[src/rtl/rrsg_pkg.sv]
// Package: shared types and constants of the random ramp stimulus generator.
`default_nettype none

package rrsg_pkg;

  typedef enum logic [1:0] {
    PH_START = 2'd0,
    PH_RAMP  = 2'd1,
    PH_CELL  = 2'd2,
    PH_WAIT  = 2'd3
  } phase_e;

  typedef enum logic [2:0] {
    CFG_RATE_MIN = 3'd0,
    CFG_RATE_MAX = 3'd1,
    CFG_INT_MIN  = 3'd2,
    CFG_INT_MAX  = 3'd3,
    CFG_VMAX     = 3'd4,
    CFG_TICK     = 3'd5
  } cfg_idx_e;

  localparam int unsigned CfgIdxW  = 3;
  localparam int unsigned CfgDataW = 32;

  localparam logic [15:0] RateMinRst = 16'd256;
  localparam logic [15:0] RateMaxRst = 16'd5120;
  localparam logic [31:0] IntMinRst  = 32'd500000;
  localparam logic [31:0] IntMaxRst  = 32'd2000000;
  localparam logic [23:0] VmaxRst    = 24'd9000000;
  localparam logic [15:0] TickRst    = 16'd100;

  typedef struct packed {
    logic [15:0] rate_min_q8;
    logic [15:0] rate_max_q8;
    logic [31:0] interval_min_us;
    logic [31:0] interval_max_us;
    logic [23:0] vmax_uv;
    logic [15:0] tick_us;
  } cfg_t;

  typedef struct packed {
    logic        spike_active;
    logic [15:0] rate_draw;
    logic [15:0] interval_draw;
  } item_t;

endpackage

`default_nettype wire

[src/rtl/rrsg_cfg_regs.sv]
// Configuration register file of the random ramp stimulus generator.
`default_nettype none

module rrsg_cfg_regs (
  input  logic                              clk_i,
  input  logic                              rst_ni,
  input  logic                              cfg_valid_i,
  output logic                              cfg_ready_o,
  input  logic [rrsg_pkg::CfgIdxW-1:0]      cfg_index_i,
  input  logic [rrsg_pkg::CfgDataW-1:0]     cfg_data_i,
  output rrsg_pkg::cfg_t                    cfg_o
);
  import rrsg_pkg::*;

  cfg_t cfg_q;

  assign cfg_ready_o = 1'b1;
  assign cfg_o       = cfg_q;

  always_ff @(posedge clk_i or negedge rst_ni) begin
    if (!rst_ni) begin
      cfg_q.rate_min_q8     <= RateMinRst;
      cfg_q.rate_max_q8     <= RateMaxRst;
      cfg_q.interval_min_us <= IntMinRst;
      cfg_q.interval_max_us <= IntMaxRst;
      cfg_q.vmax_uv         <= VmaxRst;
      cfg_q.tick_us         <= TickRst;
    end else if (cfg_valid_i) begin
      case (cfg_idx_e'(cfg_index_i))
        CFG_RATE_MIN: cfg_q.rate_min_q8     <= cfg_data_i[15:0];
        CFG_RATE_MAX: cfg_q.rate_max_q8     <= cfg_data_i[15:0];
        CFG_INT_MIN:  cfg_q.interval_min_us <= cfg_data_i[31:0];
        CFG_INT_MAX:  cfg_q.interval_max_us <= cfg_data_i[31:0];
        CFG_VMAX:     cfg_q.vmax_uv         <= cfg_data_i[23:0];
        CFG_TICK:     cfg_q.tick_us         <= cfg_data_i[15:0];
        default: ;
      endcase
    end
  end

endmodule

`default_nettype wire

[src/rtl/rrsg_in_stage.sv]
// Input register stage: holds one tick word ahead of the step logic.
`default_nettype none

module rrsg_in_stage (
  input  logic            clk_i,
  input  logic            rst_ni,
  input  logic            in_valid_i,
  output logic            in_stall_o,
  input  rrsg_pkg::item_t in_item_i,
  output logic            item_valid_o,
  output rrsg_pkg::item_t item_o,
  input  logic            item_take_i
);
  import rrsg_pkg::*;

  logic  valid_q;
  item_t item_q;

  assign in_stall_o   = valid_q && !item_take_i;
  assign item_valid_o = valid_q;
  assign item_o       = item_q;

  always_ff @(posedge clk_i or negedge rst_ni) begin
    if (!rst_ni) begin
      valid_q <= 1'b0;
    end else if (!in_stall_o) begin
      valid_q <= in_valid_i;
    end
  end

  always_ff @(posedge clk_i) begin
    if (!in_stall_o && in_valid_i) begin
      item_q <= in_item_i;
    end
  end

endmodule

`default_nettype wire

[src/rtl/rrsg_core.sv]
// Step logic: phase state, age counter, slope and pause pick, ramp level and result register.
`default_nettype none

module rrsg_core (
  input  logic            clk_i,
  input  logic            rst_ni,
  input  rrsg_pkg::cfg_t  cfg_i,
  input  logic            item_valid_i,
  input  rrsg_pkg::item_t item_i,
  output logic            item_take_o,
  output logic            out_valid_o,
  input  logic            out_stall_i,
  output logic [23:0]     vout_uv_o,
  output logic [1:0]      phase_o
);
  import rrsg_pkg::*;

  phase_e      phase_q, phase_d;
  logic [31:0] age_q, age_d;
  logic [15:0] slope_q, slope_d;
  logic [31:0] pause_q, pause_d;
  logic [31:0] cut_q, cut_d;

  logic        out_valid_q;
  logic [23:0] vout_q, vout_d;
  logic [1:0]  res_phase_q;

  logic        out_ready;
  logic [32:0] age_sum;
  logic [31:0] age_t;
  logic [15:0] rate_span;
  logic [31:0] rate_prod;
  logic [15:0] slope_pick;
  logic [31:0] int_span;
  logic [47:0] int_prod;
  logic [31:0] pause_pick;
  logic [47:0] level_prod;
  logic [39:0] level;
  logic        over;
  logic [31:0] gone;

  assign out_ready   = !out_valid_q || !out_stall_i;
  assign item_take_o = item_valid_i && out_ready;
  assign out_valid_o = out_valid_q;
  assign vout_uv_o   = vout_q;
  assign phase_o     = res_phase_q;

  always_comb begin
    age_sum    = {1'b0, age_q} + {17'b0, cfg_i.tick_us};
    age_t      = age_sum[32] ? 32'hFFFF_FFFF : age_sum[31:0];

    rate_span  = cfg_i.rate_max_q8 - cfg_i.rate_min_q8;
    rate_prod  = {16'b0, rate_span} * {16'b0, item_i.rate_draw};
    slope_pick = (cfg_i.rate_max_q8 <= cfg_i.rate_min_q8) ? cfg_i.rate_min_q8
                 : cfg_i.rate_min_q8 + rate_prod[31:16];

    int_span   = cfg_i.interval_max_us - cfg_i.interval_min_us;
    int_prod   = {16'b0, int_span} * {32'b0, item_i.interval_draw};
    pause_pick = (cfg_i.interval_max_us <= cfg_i.interval_min_us) ? cfg_i.interval_min_us
                 : cfg_i.interval_min_us + int_prod[47:16];

    level_prod = {32'b0, slope_q} * {16'b0, age_t};
    level      = level_prod[47:8];
    over       = level > {16'b0, cfg_i.vmax_uv};

    gone       = (age_t >= cut_q) ? age_t - cut_q : 32'd0;

    phase_d = phase_q;
    age_d   = age_t;
    slope_d = slope_q;
    pause_d = pause_q;
    cut_d   = cut_q;
    vout_d  = 24'd0;

    case (phase_q)
      PH_START: begin
        slope_d = slope_pick;
        pause_d = pause_pick;
        age_d   = 32'd0;
        phase_d = PH_RAMP;
      end
      PH_RAMP: begin
        if (item_i.spike_active) begin
          phase_d = PH_CELL;
        end else if (over) begin
          cut_d   = age_t;
          phase_d = PH_WAIT;
        end else begin
          vout_d = level[23:0];
        end
      end
      PH_CELL: begin
        if (!item_i.spike_active) begin
          cut_d   = age_t;
          phase_d = PH_WAIT;
        end
      end
      PH_WAIT: begin
        if (gone > pause_q) begin
          phase_d = PH_START;
        end
      end
      default: phase_d = PH_START;
    endcase
  end

  always_ff @(posedge clk_i or negedge rst_ni) begin
    if (!rst_ni) begin
      phase_q     <= PH_START;
      age_q       <= 32'd0;
      slope_q     <= 16'd0;
      pause_q     <= 32'd0;
      cut_q       <= 32'd0;
      out_valid_q <= 1'b0;
    end else begin
      out_valid_q <= item_take_o || (out_valid_q && out_stall_i);
      if (item_take_o) begin
        phase_q <= phase_d;
        age_q   <= age_d;
        slope_q <= slope_d;
        pause_q <= pause_d;
        cut_q   <= cut_d;
      end
    end
  end

  always_ff @(posedge clk_i) begin
    if (item_take_o) begin
      vout_q      <= vout_d;
      res_phase_q <= phase_d;
    end
  end

endmodule

`default_nettype wire

[src/rtl/random_ramp_stimulus_generator.sv]
// Top level of the random ramp stimulus generator.
//
// Input channel (in_valid_i / in_stall_o): one word per sample tick, carrying
// the spike flag and two 16-bit uniform draws used when a new ramp starts.
// Output channel (out_valid_o / out_stall_i): one word per input word, with
// the ramp level in microvolts and the phase after the tick.
// Config channel (cfg_valid_i / cfg_ready_o): register index and data; always
// ready. The user must write it only while no tick is in flight; not enforced.
// From input accept to output valid, a word passes an input register, then
// the step logic (three multiplies and compares) into the result register.
// Throughput is one word per cycle while the receiver does not stall; the
// phase and age registers load at the same edge as the result register.
// Reset puts the block in the start phase with zero age and loads the
// default limits. When the receiver stalls, the result word holds, one more
// tick waits in the input register, and then in_stall_o rises.
`default_nettype none

module random_ramp_stimulus_generator (
  input  logic                          clk_i,
  input  logic                          rst_ni,
  input  logic                          in_valid_i,
  output logic                          in_stall_o,
  input  logic                          spike_active_i,
  input  logic [15:0]                   rate_draw_i,
  input  logic [15:0]                   interval_draw_i,
  output logic                          out_valid_o,
  input  logic                          out_stall_i,
  output logic [23:0]                   vout_uv_o,
  output logic [1:0]                    phase_o,
  input  logic                          cfg_valid_i,
  output logic                          cfg_ready_o,
  input  logic [rrsg_pkg::CfgIdxW-1:0]  cfg_index_i,
  input  logic [rrsg_pkg::CfgDataW-1:0] cfg_data_i
);
  import rrsg_pkg::*;

  cfg_t  cfg;
  item_t in_item;
  item_t item;
  logic  item_valid;
  logic  item_take;

  assign in_item.spike_active  = spike_active_i;
  assign in_item.rate_draw     = rate_draw_i;
  assign in_item.interval_draw = interval_draw_i;

  rrsg_cfg_regs u_cfg (
    .clk_i       (clk_i),
    .rst_ni      (rst_ni),
    .cfg_valid_i (cfg_valid_i),
    .cfg_ready_o (cfg_ready_o),
    .cfg_index_i (cfg_index_i),
    .cfg_data_i  (cfg_data_i),
    .cfg_o       (cfg)
  );

  rrsg_in_stage u_in (
    .clk_i        (clk_i),
    .rst_ni       (rst_ni),
    .in_valid_i   (in_valid_i),
    .in_stall_o   (in_stall_o),
    .in_item_i    (in_item),
    .item_valid_o (item_valid),
    .item_o       (item),
    .item_take_i  (item_take)
  );

  rrsg_core u_core (
    .clk_i        (clk_i),
    .rst_ni       (rst_ni),
    .cfg_i        (cfg),
    .item_valid_i (item_valid),
    .item_i       (item),
    .item_take_o  (item_take),
    .out_valid_o  (out_valid_o),
    .out_stall_i  (out_stall_i),
    .vout_uv_o    (vout_uv_o),
    .phase_o      (phase_o)
  );

endmodule

`default_nettype wire

[config.mk]
export PLATFORM = sky130hd
export DESIGN_NAME = random_ramp_stimulus_generator
export DESIGN_NICKNAME = d
export VERILOG_FILES = /design/src/rtl/rrsg_pkg.sv /design/src/rtl/rrsg_cfg_regs.sv /design/src/rtl/rrsg_in_stage.sv /design/src/rtl/rrsg_core.sv /design/src/rtl/random_ramp_stimulus_generator.sv
export SDC_FILE = /design/constraint.sdc
export NUM_CORES = 2
export LEC_CHECK = 0
export ABC_AREA = 1
export BUFFER_PORTS_ARGS = -buffer_cell sky130_fd_sc_hd__clkbuf_2
export CAP_MARGIN = 0
export CORE_MARGIN = 2
export CORE_UTILIZATION = 39
export CTS_CLUSTER_SIZE = 28
export DETAILED_ROUTE_END_ITERATION = 12
export GPL_ROUTABILITY_DRIVEN = 0
export PLACE_DENSITY = 0.58
export SKIP_LAST_GASP = 1
export SLEW_MARGIN = 20
export SYNTH_ARGS = -nofsm -noshare
export SYNTH_HDL_FRONTEND = slang
export SYNTH_SLANG_ARGS = --single-unit
export TNS_END_PERCENT = 10
[constraint.sdc]
create_clock -name clk_i -period 10.4 [get_ports clk_i]
set_clock_uncertainty 0.2 [all_clocks]
set_input_delay 2.08 -clock clk_i [delete_from_list [all_inputs] [get_ports clk_i]]
set_output_delay 2.08 -clock clk_i [all_outputs]
set_load 0.01 [all_outputs]
Yosys cells after proc, flatten, opt, wreduce, memory -nomap -nowiden
Index checks and enable logic that the tools add are counted.
{ "totals": {"out_inout_bits": 29, "elab_cells": 80, "in_bits": 73, "ff_bits": 311} }
{ "op_classes": {"eq_ne": 11, "mul": 3, "n_lt_le_gt_ge": 5, "reduce_logical": 22, "bitwise": 1, "n_addsub": 6, "n_mux": 14} }
{ "op_table": {"columns": ["op", "count"], "rows": [
  ["2-to-1 mux 32 bit", 7],
  ["one-hot mux 32 bit (2 select lines)", 1],
  ["subtractor 32 bit", 2],
  ["multiplier 16 x 32 -> 48 bit", 1],
  ["multiplier 32 x 16 -> 48 bit", 1],
  ["> comparator 40 x 24 -> 1 bit", 1],
  ["adder 32 x 16 -> 33 bit", 1],
  ["adder 32 bit", 1],
  [">= comparator 32 bit", 1],
  ["> comparator 32 bit", 1],
  ["<= comparator 32 bit", 1],
  ["multiplier 16 x 16 -> 32 bit", 1],
  ["adder 16 bit", 1],
  ["<= comparator 16 bit", 1],
  ["2-to-1 mux 16 bit", 1],
  ["subtractor 16 bit", 1],
  ["AND reduction 2 bit", 7],
  ["2-to-1 mux 2 bit", 4],
  ["one-hot mux 2 bit (4 select lines)", 1],
  ["== test 3 x 2 -> 1 bit (second input constant)", 2],
  ["== test 3 bit (second input constant)", 2],
  ["AND reduction 5 bit", 1],
  ["== test 2 bit (second input constant)", 2],
  ["logical AND 1 bit", 4],
  ["11 further kinds", 16]
]} }

Longest topological paths before layout
{ "logic_depth": {"word_depth": 7, "depth_mapped": 59, "mapped_depth_nobuf": 58} }

By module
A second synthesis with hierarchy kept.
{ "hier_totals": {"hier_cells": 7829, "hier_area_um2": 60904.7} }
{ "by_module_without_submodules": {"columns": ["mod", "seq_area_each_um2", "instances", "area_per_inst_um2", "cells_each"], "rows": [
  ["rrsg_core", 3658.5, 1, 54516.0, 7189],
  ["rrsg_cfg_regs", 3437.0, 1, 5340.1, 600],
  ["rrsg_in_stage", 1016.0, 1, 1048.5, 40]
]} }

Least setup slack after synthesis
No wires, ideal clock.
{ "synth_timing": {"path_type": "flip-flop to flip-flop", "startpoint": "register u_cfg.cfg_q, in the netlist u_cfg.cfg_o[72]", "endpoint": "register u_core.pause_q[31]", "arrival_time_ns": 9.314, "slack_ns": 0.756, "path_stages_with_launch": 56, "synth_period_minus_slack_ns": 9.644, "path_buffers": 1, "setup_time_ns": 0.130, "required_ns": 10.070, "cell_sequence": "dfrtp_1 > ha_1 > inv_1 > fa_1 > inv_1 > o21ai_0 > inv_1 > o21ai_0 > inv_1 > o21ai_2 > inv_1 > o21ai_0 > or2_2 > nand2_1 > inv_1 > clkbuf_1 > nand2_1 > fa_1 > (+20 left out) > nand2_1 > nand2_1 > nand2_1 > a21oi_1 > xnor2_1 > ha_1 > a21oi_1 > o21ai_0 > a21oi_1 > o21ai_0 > a21oi_1 > o21ai_0 > xor2_1 > or2_2 > nand3_1 > nand2_1 > nand3_1 > o21ai_0"} }
{ "synth_via": {"elab_chain_len": 4, "elab_cells_between_ends": 5, "classes_between": "2 x add/sub; 1 x mul; 1 x order compare; 1 x mux"} }
{ "synth_rtl": {"columns": ["element", "line_no", "source"], "rows": [
  ["start: declaration", "rrsg_cfg_regs.sv:15", "cfg_t cfg_q;"],
  ["subtractor 32 bit", "rrsg_core.sv:57", "int_span = cfg_i.interval_max_us - cfg_i.interval_min_us;"],
  ["multiplier 32 x 16 -> 48 bit", "rrsg_core.sv:58", "int_prod = {16'b0, int_span} * {32'b0, item_i.interval_draw};"],
  ["adder 32 bit", "rrsg_core.sv:60", ": cfg_i.interval_min_us + int_prod[47:16];"],
  ["2-to-1 mux 32 bit (*)", "rrsg_core.sv:59", "pause_pick = (cfg_i.interval_max_us <= cfg_i.interval_min_us) ? cfg_i.interval_min_us"],
  ["end signal: assignment", "rrsg_core.sv:121", "pause_q <= pause_d;"],
  ["end: declaration", "rrsg_core.sv:21", "logic [31:0] pause_q, pause_d;"]
]} }
Every way passes the cells marked *; elsewhere a longest branch is shown, timed or not.
A chain may end at the register's enable or synchronous reset.

Final worst setup path
{ "layout_timing": {"startpoint": "register u_cfg.cfg_q, in the netlist u_cfg.cfg_o[2]", "endpoint": "register u_core.cut_q[6]"} }
{ "layout_via": {"elab_chain_len": 6, "elab_cells_between_ends": 10, "classes_between": "1 x add/sub; 1 x mul; 1 x order compare; 1 x eq/ne; 5 x mux; 1 x reduce/logical"} }
{ "layout_rtl": {"columns": ["element", "line_no", "source"], "rows": [
  ["adder 32 x 16 -> 33 bit", "rrsg_core.sv:49", "age_sum = {1'b0, age_q} + {17'b0, cfg_i.tick_us};"],
  ["2-to-1 mux 32 bit", "rrsg_core.sv:50", "age_t = age_sum[32] ? 32'hFFFF_FFFF : age_sum[31:0];"],
  ["multiplier 16 x 32 -> 48 bit", "rrsg_core.sv:62", "level_prod = {32'b0, slope_q} * {16'b0, age_t};"],
  ["net u_core.level_prod[27]", "rrsg_core.sv:37", "logic [47:0] level_prod;"],
  ["> comparator 40 x 24 -> 1 bit", "rrsg_core.sv:64", "over = level > {16'b0, cfg_i.vmax_uv};"],
  ["inequality test 2 x 1 -> 1 bit (no line)", null, null],
  ["AND reduction 5 bit (no line)", null, null],
  ["end signal: assignment", "rrsg_core.sv:122", "cut_q <= cut_d;"],
  ["end: declaration", "rrsg_core.sv:22", "logic [31:0] cut_q, cut_d;"]
]} }
The timed path passes the listed nets, and every way through them passes these cells. The select of a mux whose other input is x is not followed.

==> impl_results.md <==
- Status: complete, no violations
- Highest clock rate: 99.00 MHz
- Clock buffer depth: 3
- CP Capture Type: flip-flop
- Placement Setup Slack: -0.3887 ns
- Slowest-stage cell, CP: fa_1
- Post-synth top cells: inv_1 (1,757), nand2_1 (1,747), fa_1 (1,033), nor2_1 (603), ha_1 (533)
- First-pass GRT wire length: 310,500 um
- Slew Limit Fails: 0
- Syn_nets: 9,344
- CTS tree: yes
- Total core area: 0.1540 mm2
- DP Area: 0.06774 mm2
- Share of cells above drive strength 1: 16.13%
- Worst setup margin: 0.2985 ns
- CP Launch Type: flip-flop
- Cell taking the most area after synthesis: fa_1
- Boundary pin count: 102
- Total length of routed wires: 202,600 um
- Syn avg cell area: 7.858 um2
- Required @ worst endpoint: 10.78 ns
- Routed vias: 52,940
- Latest clock arrival within the worst-skew pair: 0.65 ns
- Worst hold path type: reg -> reg
- Grt total ovfl: 0
- Syn Inst Count: 7,705
- Initial antenna violation count: 6
- GRT Total Usage: 25.44%
- CP peak stage delay: 0.63 ns
- Nets@finish: 9,955
- Hold buffer count at cts: 0
- Post-Syn Area: 0.06054 mm2
- DRT iter0 DRCs: 3,742
- CTS Root Cell: clkbuf_16
- Worst Path Arrival: 10.48 ns
- Seq/Total Area, Yosys: 13.40%
- Setup TNS: 0 ns
- Routed wire per std cell: 19.48 um
- Hold depth: 2
- Area added between synthesis and finish: 18.02%
- R2R depth: 53
- Routed Antenna Nets: 0
- CTS Buf Count: 45
- Fin util: 46.38%
- RSZ-0062 raised after global routing: yes
- Drt via density: 5.091
- Crit. Startpoint: u_cfg.cfg_o[2]
- Site Rows: 144
- Yosys reg bits: 311
- Fin crit period: 10.10 ns
- Clk pin slew, worst setup/hold paths: 0.06 ns
- Design area: 0.07145 mm2
- Largest net degree at the start of global routing: 169
- Vias in the first global route: 54,250
- CTS sink cnt: 311
- Ranking of synthesized cells by area: fa_1 (34%), ha_1 (11%), inv_1 (11%), nand2_1 (11%), dfrtp_1 (9.3%)
- Commonest register cell after synthesis: dfrtp_1
- Origin of the critical flop-to-flop path: u_cfg.cfg_o[2]
- WS Path Type: reg -> reg
- Die X: 398.0 um
- Fillers: 15,270
- Max FO, Critical Path: 5
- Origin of the worst min-delay path: u_core.cut_q[11]
- Die Span Y: 398.0 um
- Top-count cell post-synth: inv_1
- Starting Density: 39.30%
- CP most frequent cell: fa_1
- Setup Viol. Count Final: 0
- Synth cell types: 60
- Post-DP HPWL: 164,500 um
- Drt pass-1 iters: 6
- PortBufs: 100
- H-tree depth: 2
- Measured slew at the worst slew-check pin: 1.089 ns
- Final Cycle Share: 97.13%
- Hold Violations, Final: 0
- Drc violations: 0
- MaxCap Viol Count: 0
- Yosys warnings: 0
- EDFF count, synth: 59
- Area share of the largest cell type after synthesis: 34.16%
- Async SR Flop Fraction: 81.03%
- Slew headroom: 27.43%
- Die footprint: 0.1584 mm2
==> metal layers <==
metal | vias to the layer above | track usage, % | routed length (um)
met3 | 454 | 3.166 | 13490
li1 | 24430 | - | -
met1 | 26080 | 33.00 | 81990
met2 | 1977 | 42.27 | 95680
met5 | - | 0 | 17
met4 | 2 | 11.92 | 11420
==> path summary, 6_finish.rpt <==
| check | to | slack [ns] |
|---|---|---|
| worst min-delay path | u_core.cut_q[11] | 0.27 |
| worst max register to register | u_core.cut_q[6] | 0.30 |
| max in group asynchronous | u_cfg.cfg_o[98] | 7.22 |
| min in group asynchronous | u_core.out_valid_o | 1.22 |
| worst min register to register | u_core.cut_q[11] | 0.27 |
| worst max-delay path | u_core.cut_q[6] | 0.30 |
==> critical path: cells and delay by family (launching register included) <==
family / cells / cell delay [ns]
flops: 1 / 0.55
simple gates: 16 / 1.58
fa+ha+maj: 9 / 3.89
compound gates: 17 / 2.64
buf+inv: 10 / 1.00
xor+xnor: 1 / 0.13
==> cell usage in the layout (no fill, tap or decap), drive strengths merged, types with 16 or more instances in the layout <==
cell type / count
buf: 717
clkinv: 19
o21a: 28
a31oi: 28
a21oi: 385
nor3: 43
dfstp: 27
inv: 1774
nand2: 1768
xor2: 108
nand3: 147
nand4: 33
a21o: 16
xnor2: 52
ha: 533
fa: 1033
clkbuf: 162
or2: 76
edfxtp: 59
o21ai: 393
nor2: 605
dfrtp: 225
==> area by class of cell <==
cell class / instances / area (um2) / area share [%]
multi-input cells: 5362 / 46330 / 64.84
flip-flops and latches: 311 / 8118 / 11.36
inverters: 1775 / 6695 / 9.370
repair buffers: 820 / 6243 / 8.738
well taps: 2044 / 2557 / 3.579
clock buffers: 59 / 1209 / 1.692
clock inverters: 25 / 286.5 / 0.4010
repair inverters: 1 / 7.507 / 0.01051
diodes: 3 / 7.507 / 0.01051
==> logic make-up (layout without fill, tap and decap cells) <==
group	count (synthesis)	after routing	synth area share (%)
other	1	4	0.006194
AO/OA/AOI/OAI	943	943	8.572
adder cells (fa/ha/maj)	1566	1566	45.17
buffers and inverters	2033	2680	12.72
flip-flops	311	311	13.40
XOR/XNOR	160	160	2.315
AND/OR/NAND/NOR	2691	2692	17.82
==> flip-flops by register name, indices dropped and copies added (netlist names) <==
name and flops:
u_core.phase_o 2, u_in.item_o 33, u_core.pause_q 32, u_core.phase_q 2, u_core.cut_q 32, u_cfg.cfg_o 136
u_core.age_q 32, u_core.slope_q 16, u_core.vout_uv_o 24, u_in.item_valid_o 1, u_core.out_valid_o 1
==> per-stage QoR <==
| stage | cells | hold WS [ns] |
|---|---|---|
| 2_1_floorplan | 7705 | 0.2340 |
| 3_3_place_gp | 10250 | 0.2662 |
| 3_5_place_dp | 10250 | 0.2601 |
| 4_1_cts | 10340 | 0.2747 |
| 5_1_grt | 10400 | 0.2902 |
| 6_report | 10400 | 0.2724 |
==> repair_timing <==
action,4_1_cts,5_1_grt
pin swaps,2,147
gates cloned,0,7
setup endpoints to repair,76,85
setup buffers,2,55
hold endpoints to repair,0,0
gates resized for setup,35,380
Power is left out: the tool's default activity adds up to more than one toggle a clock period on the data nets, which glitch-free logic cannot reach.
